==> src/rtl/core/xpf_pkg.sv <==
// Package for the XOR parity FEC encoder.
// Shared constants, stream field layout and parity chain control types.
// No dependencies.
package xpf_pkg;

    localparam int PAYLOAD_WORDS = 20;
    localparam int WORD_W        = 64;
    localparam int SEQ_W         = 32;
    localparam int POS_W         = (PAYLOAD_WORDS > 1) ? $clog2(PAYLOAD_WORDS) : 1;
    localparam int GSIZE_W       = 4;
    localparam int TDATA_W       = SEQ_W + WORD_W;
    localparam int TUSER_W       = 2;

    localparam logic [GSIZE_W-1:0] GSIZE_RESET = 4'd2;

    localparam logic TYPE_DATA   = 1'b0;
    localparam logic TYPE_PARITY = 1'b1;

    localparam int TUSER_TYPE_BIT = 0;
    localparam int TUSER_RUN_BIT  = 1;

    typedef enum logic [1:0] {
        FEED_LOAD,
        FEED_XOR,
        FEED_ROTATE
    } t_feed;

    typedef struct packed {
        logic  shift;
        t_feed feed;
    } t_chain_ctl;

endpackage

==> src/rtl/core/xor_parity_fec_encoder_top.sv <==
// XOR parity FEC encoder, top level: stream handshakes, framing counters, output register.
// Uses xpf_pkg and xpf_chain.
//
// Each input word is forwarded as a data word in the next cycle; input is
// accepted while the output register is empty or being read.
// The word that closes a group of frames_per_group frames is followed by a parity
// packet of PAYLOAD_WORDS words shifted out of the cell row, one per cycle while
// the output is not stalled, during which input is held off. Data and parity
// words share the single output register.
module xor_parity_fec_encoder_top (
    input  logic                        i_clk,
    input  logic                        i_rst_n,
    input  logic                        i_cfg_valid,
    output logic                        o_cfg_ready,
    input  logic [xpf_pkg::GSIZE_W-1:0] i_cfg_data,     // frames_per_group
    input  logic                        s_axis_tvalid,
    output logic                        s_axis_tready,
    input  logic [xpf_pkg::TDATA_W-1:0] s_axis_tdata,   // seq_number, payload_word
    output logic                        m_axis_tvalid,
    input  logic                        m_axis_tready,
    output logic [xpf_pkg::TDATA_W-1:0] m_axis_tdata,   // packet_seq, out_word
    output logic                        m_axis_tlast,   // last_of_packet
    output logic [xpf_pkg::TUSER_W-1:0] m_axis_tuser    // packet_type, last_of_run
);

    typedef enum logic {
        ST_DATA,
        ST_PARITY
    } t_state;

    t_state                      r_state;
    logic [xpf_pkg::POS_W-1:0]   r_pos;
    logic [xpf_pkg::POS_W-1:0]   r_burst_cnt;
    logic [xpf_pkg::GSIZE_W-1:0] r_frames;
    logic [xpf_pkg::GSIZE_W-1:0] r_gsize;
    logic [xpf_pkg::SEQ_W-1:0]   r_group_seq;
    logic                        r_out_valid;
    logic                        r_out_type;
    logic [xpf_pkg::SEQ_W-1:0]   r_out_seq;
    logic [xpf_pkg::WORD_W-1:0]  r_out_word;
    logic                        r_out_last_pkt;
    logic                        r_out_last_run;

    logic                        w_slot_free;
    logic                        w_in_acc;
    logic                        w_par_emit;
    logic                        w_frame_end;
    logic                        w_group_end;
    logic                        w_burst_last;
    logic [xpf_pkg::SEQ_W-1:0]   w_seq;
    logic [xpf_pkg::WORD_W-1:0]  w_word;
    logic [xpf_pkg::WORD_W-1:0]  w_head;
    xpf_pkg::t_chain_ctl         w_ctl;

    assign w_seq  = s_axis_tdata[xpf_pkg::SEQ_W-1:0];
    assign w_word = s_axis_tdata[xpf_pkg::TDATA_W-1:xpf_pkg::SEQ_W];

    assign w_slot_free   = !r_out_valid || m_axis_tready;
    assign s_axis_tready = (r_state == ST_DATA) && w_slot_free;
    assign w_in_acc      = s_axis_tvalid && s_axis_tready;
    assign w_par_emit    = (r_state == ST_PARITY) && w_slot_free;

    assign w_frame_end  = (r_pos == xpf_pkg::POS_W'(xpf_pkg::PAYLOAD_WORDS - 1));
    assign w_burst_last = (r_burst_cnt == xpf_pkg::POS_W'(xpf_pkg::PAYLOAD_WORDS - 1));
    assign w_group_end  = w_frame_end &&
        (({1'b0, r_frames} + (xpf_pkg::GSIZE_W+1)'(1)) >= {1'b0, r_gsize});

    always_comb begin
        w_ctl.shift = w_in_acc || w_par_emit;
        if (w_in_acc) begin
            w_ctl.feed = (r_frames == '0) ? xpf_pkg::FEED_LOAD : xpf_pkg::FEED_XOR;
        end else begin
            w_ctl.feed = xpf_pkg::FEED_ROTATE;
        end
    end

    xpf_chain u_chain (
        .i_clk  (i_clk),
        .i_ctl  (w_ctl),
        .i_word (w_word),
        .o_head (w_head)
    );

    always_ff @(posedge i_clk) begin
        if (!i_rst_n) begin
            r_state     <= ST_DATA;
            r_pos       <= '0;
            r_burst_cnt <= '0;
            r_frames    <= '0;
            r_gsize     <= xpf_pkg::GSIZE_RESET;
            r_group_seq <= '0;
            r_out_valid <= 1'b0;
        end else begin
            if (i_cfg_valid) begin
                r_gsize <= i_cfg_data;
            end
            if (w_in_acc) begin
                if (r_frames == '0 && r_pos == '0) begin
                    r_group_seq <= w_seq;
                end
                if (w_frame_end) begin
                    r_pos <= '0;
                    if (w_group_end) begin
                        r_frames    <= '0;
                        r_state     <= ST_PARITY;
                        r_burst_cnt <= '0;
                    end else begin
                        r_frames <= r_frames + xpf_pkg::GSIZE_W'(1);
                    end
                end else begin
                    r_pos <= r_pos + xpf_pkg::POS_W'(1);
                end
                r_out_valid    <= 1'b1;
                r_out_type     <= xpf_pkg::TYPE_DATA;
                r_out_seq      <= w_seq;
                r_out_word     <= w_word;
                r_out_last_pkt <= w_frame_end;
                r_out_last_run <= !w_group_end;
            end else if (w_par_emit) begin
                if (w_burst_last) begin
                    r_state <= ST_DATA;
                end
                r_burst_cnt    <= r_burst_cnt + xpf_pkg::POS_W'(1);
                r_out_valid    <= 1'b1;
                r_out_type     <= xpf_pkg::TYPE_PARITY;
                r_out_seq      <= r_group_seq;
                r_out_word     <= w_head;
                r_out_last_pkt <= w_burst_last;
                r_out_last_run <= w_burst_last;
            end else if (m_axis_tready) begin
                r_out_valid <= 1'b0;
            end
        end
    end

    assign o_cfg_ready   = 1'b1;
    assign m_axis_tvalid = r_out_valid;
    assign m_axis_tdata  = {r_out_word, r_out_seq};
    assign m_axis_tlast  = r_out_last_pkt;
    assign m_axis_tuser  = {r_out_last_run, r_out_type};

endmodule

==> src/rtl/core/xpf_cell.sv <==
// One parity store cell: holds one 64-bit running XOR entry.
// Takes its i_d value on shift (a neighbor's, or the feed at the tail). Uses xpf_pkg.
module xpf_cell (
    input  logic                      i_clk,
    input  logic                      i_shift,
    input  logic [xpf_pkg::WORD_W-1:0] i_d,
    output logic [xpf_pkg::WORD_W-1:0] o_q
);

    logic [xpf_pkg::WORD_W-1:0] r_q;

    always_ff @(posedge i_clk) begin
        if (i_shift) begin
            r_q <= i_d;
        end
    end

    assign o_q = r_q;

endmodule

==> src/rtl/core/xpf_chain.sv <==
// Row of xpf_cell instances forming a rotating parity store.
// Head cell holds the entry for the current word position. Uses xpf_pkg, xpf_cell.
module xpf_chain (
    input  logic                       i_clk,
    input  xpf_pkg::t_chain_ctl        i_ctl,
    input  logic [xpf_pkg::WORD_W-1:0] i_word,
    output logic [xpf_pkg::WORD_W-1:0] o_head
);

    logic [xpf_pkg::WORD_W-1:0] w_q [xpf_pkg::PAYLOAD_WORDS];
    logic [xpf_pkg::WORD_W-1:0] w_tail;

    always_comb begin
        case (i_ctl.feed)
            xpf_pkg::FEED_LOAD:   w_tail = i_word;
            xpf_pkg::FEED_XOR:    w_tail = w_q[0] ^ i_word;
            xpf_pkg::FEED_ROTATE: w_tail = w_q[0];
            default:              w_tail = w_q[0];
        endcase
    end

    for (genvar g = 0; g < xpf_pkg::PAYLOAD_WORDS; g++) begin : g_cell
        logic [xpf_pkg::WORD_W-1:0] w_d;
        if (g == xpf_pkg::PAYLOAD_WORDS - 1) begin : g_tail
            assign w_d = w_tail;
        end else begin : g_mid
            assign w_d = w_q[g+1];
        end
        xpf_cell u_cell (
            .i_clk   (i_clk),
            .i_shift (i_ctl.shift),
            .i_d     (w_d),
            .o_q     (w_q[g])
        );
    end

    assign o_head = w_q[0];

endmodule

==> config.mk <==
export PLATFORM = sky130hd
export DESIGN_NAME = xor_parity_fec_encoder_top
export DESIGN_NICKNAME = d
export VERILOG_FILES = /design/src/rtl/core/xpf_pkg.sv /design/src/rtl/core/xor_parity_fec_encoder_top.sv /design/src/rtl/core/xpf_cell.sv /design/src/rtl/core/xpf_chain.sv
export SDC_FILE = /design/constraint.sdc
export NUM_CORES = 2
export LEC_CHECK = 0
export ABC_AREA = 1
export ABC_CLOCK_PERIOD_IN_PS = 49900
export BUFFER_PORTS_ARGS = -buffer_cell sky130_fd_sc_hd__buf_2
export CAP_MARGIN = 10
export CORE_UTILIZATION = 47
export CTS_BUF_LIST = sky130_fd_sc_hd__clkbuf_2
export CTS_CLUSTER_SIZE = 25
export DETAILED_ROUTE_END_ITERATION = 7
export HOLD_SLACK_MARGIN = 0.02
export SYNTH_ARGS = -nofsm -noshare
export SYNTH_HDL_FRONTEND = slang
export SYNTH_HIERARCHICAL = 1
export SYNTH_SLANG_ARGS = --single-unit
==> constraint.sdc <==
create_clock -name i_clk -period 49.9 [get_ports i_clk]
set_input_delay 9.98 -clock i_clk [delete_from_list [all_inputs] [get_ports i_clk]]
set_output_delay 9.98 -clock i_clk [all_outputs]
set_load 0.02 [all_outputs]
* Yosys cells after proc, flatten, opt, wreduce, memory -nomap -nowiden
Index checks and enable logic that the tools add are counted.
** Operators by class
- Add/sub/neg operators :: 4
- Magnitude comparators :: 1
- Equal/unequal tests :: 5
- Multiplexer cells :: 25
- Bitwise logic cells :: 2
- Reductions and logical operators :: 20
** Operators by type and width (count)
- $mux 64 :: 2
- $pmux 64 s2 :: 1
- $mux 32 :: 2
- $xor 64x64->64 :: 1
- $mux 5 :: 5
- $mux 1 :: 13
- $add 5x1->5 const B :: 2
- $eq 5x5->1 const B :: 2
- $reduce_and 2->1 :: 3
- $add 4x1->5 const B :: 1
- $ge 5x4->1 :: 1
- $logic_and 1x1->1 :: 5
- $logic_not 5->1 :: 1
- $add 4x1->4 const B :: 1
- $logic_not 4->1 :: 1
- $mux 4 :: 1
- $ne 2x1->1 const B :: 2
- $reduce_and 4->1 :: 1
- $reduce_bool 2->1 :: 2
- $reduce_and 3->1 :: 1
- $reduce_bool 3->1 :: 1
- $eq 2x1->1 const B :: 1
- $logic_not 1->1 :: 2
- $logic_not 2->1 :: 1
- other kinds (3) :: 4
** Storage, ports and cells
- Register bits :: 1431
- Bits of input ports :: 105
- Output and inout bits :: 102
- Logic and storage cells :: 89

* Longest topological paths before layout
- Word-level depth :: 7
- Gate-level depth with buffers :: 12
- Depth with buffers taken out :: 12

* Cells and area by module
Netlist, hierarchy kept.
** By module, submodules not included
- xpf_cell :: instances 20, cells each 64, area an instance 1921.8 um^2, seq. area each 1921.8 um^2
- xor_parity_fec_encoder_top :: instances 1, cells each 678, area an instance 6487.5 um^2, seq. area each 4013.8 um^2
- xpf_chain :: instances 1, cells each 540, area an instance 2384.8 um^2, seq. area each 0.0 um^2

* Worst setup path before layout
No wires, ideal clock.
- Path type :: input-to-reg
- Start point :: in m_axis_tready
- End point :: reg r_burst_cnt[0] (netlist name)
- Setup time :: 148 ps
- Arrival time :: 41637 ps
- Data required time :: 49752 ps
- Slack :: 8116 ps
- Stages :: 7
- Buffers on the path :: 0
- Cells stage by stage :: inv_2 > nand2_2 > nand3_4 > nand2_1 > nand3_1 > o21ai_0 > inv_1
** Between the ends
- Cells in the longest elaborated chain, start to end :: 5
- Elaborated cells on any way between the ends :: 9
- Classes of those cells :: eq/ne: 2; mux: 1; reduce/logical: 6
** Ends and longest elaborated chain
- from (decl) :: line xor_parity_fec_encoder_top.sv:20 : input logic m_axis_tready,
- $logic_or 1x1->1 * :: line xor_parity_fec_encoder_top.sv:58 : assign w_slot_free = !r_out_valid || m_axis_tready;
- $logic_and 1x1->1 :: line xor_parity_fec_encoder_top.sv:59 : assign s_axis_tready = (r_state == ST_DATA) && w_slot_free;
- $logic_and 1x1->1 :: line xor_parity_fec_encoder_top.sv:60 : assign w_in_acc = s_axis_tvalid && s_axis_tready;
- $ne 2x1->1 (no line) or $reduce_bool 2->1 (tied branches)
- $reduce_and 3->1 (no line)
- to (signal assigned) :: line xor_parity_fec_encoder_top.sv:123 : r_burst_cnt <= r_burst_cnt + xpf_pkg::POS_W'(1);
- to (decl) :: line xor_parity_fec_encoder_top.sv:33 : logic [xpf_pkg::POS_W-1:0] r_burst_cnt;
Every way passes the cells marked *; elsewhere a longest branch is shown, timed or not.
A chain may end at the register's enable or synchronous reset.

* Worst setup path in the final report
- Start point :: in m_axis_tready
- End point :: out s_axis_tready
** Between the ends
- Cells in the longest elaborated chain, start to end :: 2
** Ends and longest elaborated chain
- $logic_or 1x1->1 :: line xor_parity_fec_encoder_top.sv:58
- $logic_and 1x1->1 :: line xor_parity_fec_encoder_top.sv:59
- to (decl) :: line xor_parity_fec_encoder_top.sv:17 : output logic s_axis_tready,
No other way between the ends.

==> out/results.txt <==
status = finished, final reports clean
Initial Utilization = 47.38%
post-synth cell types = 31
crit path max fanout = 2
CP arrival = 10.51 ns
crit-path max cell delay = 0.17 ns
leading area contributor after synthesis = edfxtp_1
Die H = 319.3 um
Worst Path Required = 39.92 ns
area grow syn2layout = 11.63%
relative slew slack = 18.67%
setup repair after global routing missed its margin = no
Buf/Inv on CP = 2
Post-synth EDFFs = 1379
Post-CTS Hold Fix Bufs = 0
Initial DRC Count = 1800
initial antenna violation count = 3
CP cell instances = buf_2 -> nor2_1 -> nor2_1 -> buf_2
nets@finish = 3144
routed vias/inst = 4.771
Critical Path Sink Type = output pin
post-route setup TNS = 0 ns
# rows = 116
delay-heaviest family, CP = buffers and inverters
CTS root buf = clkbuf_2
Tcrit/Tclk final = 41.06%
WL/cell = 16.16 um
Worst Setup Path Type = primary input to output pin
Yosys top cell area share = 87.53%
hpwl dp = 37.51 mm
Hold Path Class = flip-flop to flip-flop
DRC viols = 0
clock latency on the worst-skew pair = 1.47 ns
Mapped Area = 47310 sq um
largest cells by area after synthesis = edfxtp_1 (88%), dfxtp_1 (2.2%), nand2_1 (2.0%)
H-tree Lvls = 5
startpoint types = primary input
Async S/R FF share, synth = 0%
CTS sink count = 1431
Post-CTS Setup Bufs = 0
Detailed Routing Iterations Pass 1 = 5
post_cts resized = 0
vias in the first global route = 22396
Clock Path Buffers = 4
first-pass GRT wire length = 117.7 mm
Synth Instances = 2498
clock-pin slew on the worst setup and hold paths = 0.10 ns
PD cells = 42.93 nW/um^2
Ys Warns = 6
layout cell share with drive strength beyond 1 = 25.01%
final setup vio count = 0
GRT Total Usage = 14.81%
largest net degree at the start of global routing = 218
num ports = 207
Avg Cell Area, Syn = 18.94 sq um
CTS Buf Count = 366
Slowest cell on crit path = buf_2
Seq/Total Area, Yosys = 89.73%
IO buf count = 205
core area = 99860 sq um
Max Slew Vio Count = 0
maximum vdd drop = 0.01817 mV
syn nets = 2612
final WL = 73.93 mm
max cap viols = 0
flops & latches, synth = 1431
CTS tree = done
Leakage = 20.25 nW
FMAX = 0.04880 GHz
Main synth FF type = edfxtp_1
total gr overflow = 0
fin crit period = 20.49 ns
Worst Tran Pin Value = 1.220 ns
RD Place Congestion = 0.7852
synth cell count leaders = edfxtp_1 (1379), nand2_1 (256), nor2_1 (254)
Core Util, Final = 52.89%
Final ANT Viol Nets = 0
Hold Vio Cnt, Final = 0
detailed-route via count = 21833
clk_skew = 0.2021 ns
most frequent cell after synthesis = edfxtp_1
die area = 101900 sq um
die width = 319.3 um
==> flip-flops by register name, indices dropped and copies added (netlist names), 4 cells and up <==
signal and cells:
u_chain/g_cell.u_cell/o_q 1280, r_out_word 64, r_group_seq 32, r_out_seq 32
r_burst_cnt 5, r_pos 5, r_frames 4, r_gsize 4
==> cell usage in the layout, fill, tap and decap left out <==
cell type | synthesis | final
clkinv_4 | 0 | 3
clkbuf_2 | 0 | 516
conb_1 | 1 | 1
nor2_4 | 1 | 1
a21oi_2 | 28 | 28
xor2_1 | 3 | 3
clkinv_2 | 0 | 11
nor2_2 | 11 | 11
edfxtp_1 | 1379 | 1379
o21ai_1 | 28 | 28
nor3b_1 | 1 | 1
a31oi_1 | 2 | 1
ha_1 | 9 | 9
a21oi_4 | 0 | 1
a21oi_1 | 19 | 18
clkinvlp_4 | 0 | 2
nand3_1 | 15 | 15
nand2_2 | 1 | 1
a31oi_4 | 0 | 1
nand3_4 | 1 | 1
nor3_4 | 1 | 1
nor3_1 | 3 | 3
xnor2_1 | 1 | 1
clkinv_1 | 1 | 72
inv_1 | 249 | 248
buf_12 | 0 | 2
diode_2 | 0 | 3
buf_4 | 14 | 19
nand2_1 | 256 | 255
nand4_1 | 69 | 69
nand2_4 | 0 | 1
nor2_1 | 254 | 254
dfxtp_1 | 52 | 52
inv_2 | 4 | 11
o22ai_1 | 3 | 3
buf_2 | 12 | 205
o21ai_0 | 44 | 44
bufinv_16 | 0 | 4
==> final cells by class <==
type	instances	area, sq um
clock inverter	97	505.5
sequential	1431	42450
clock buffer	516	2582
multi-input combinational	751	3481
tap	1298	1624
fill	7999	47040
antenna	3	7.507
timing repair buffer	226	1209
inverter	254	953.4
==> report_power, final <==
group | leakage (nW) | switching (mW) | internal, mW
clock | 2.39 | 0.443 | 0.297
sequential | 13.8 | 0.0261 | 1.42
combinational | 4.08 | 0.0656 | 0.0181
==> per-stage QoR <==
step	total power [mW]	std cells	cell area [sq um]	hold WS (ns)	setup WS, ns
global route	2.390	4576	52810	0.3070	29.37
global placement	1.550	3960	49720	0.4004	29.37
CTS	2.316	4573	52810	0.2934	29.40
floorplan	1.613	2498	47310	0.4003	8.116
finish	2.267	4576	52810	0.2917	29.41
detailed placement	1.555	3960	49720	0.4045	29.40
==> metal layers <==
layer	up-vias	part of all wire [%]	track usage (%)
met2	663	45	20.84
met5	-	0	0
met1	10741	47	21.07
li1	10292	-	-
met3	137	6.1	4.617
met4	0	1.9	6.955
==> cells by family (layout without fill, tap and decap cells) <==
logic type,Yosys count,in the layout,share of synthesized area [%]
compound gates,124,124,1.547
fa+ha+maj,9,9,0.2380
buf+inv,316,1093,2.983
other cells,1,4,0.007927
xor+xnor,4,4,0.07407
simple gates,613,613,5.419
flops,1431,1431,89.73
==> path summary, 6_finish.rpt <==
kind	from	to	slack, ns	cells after the start
setup / recovery	m_axis_tready	s_axis_tready	29.41	4
hold / removal	u_chain/g_cell[5].u_cell/o_q[63]$_DFFE_PP_	u_chain/g_cell[4].u_cell/o_q[63]$_DFFE_PP_	0.29	0
setup reg to reg	r_state$_SDFFE_PN0P_	u_chain/g_cell[17].u_cell/o_q[36]$_DFFE_PP_	43.97	7
hold reg to reg	u_chain/g_cell[5].u_cell/o_q[63]$_DFFE_PP_	u_chain/g_cell[4].u_cell/o_q[63]$_DFFE_PP_	0.29	0
(Power assumes the default switching activity.)
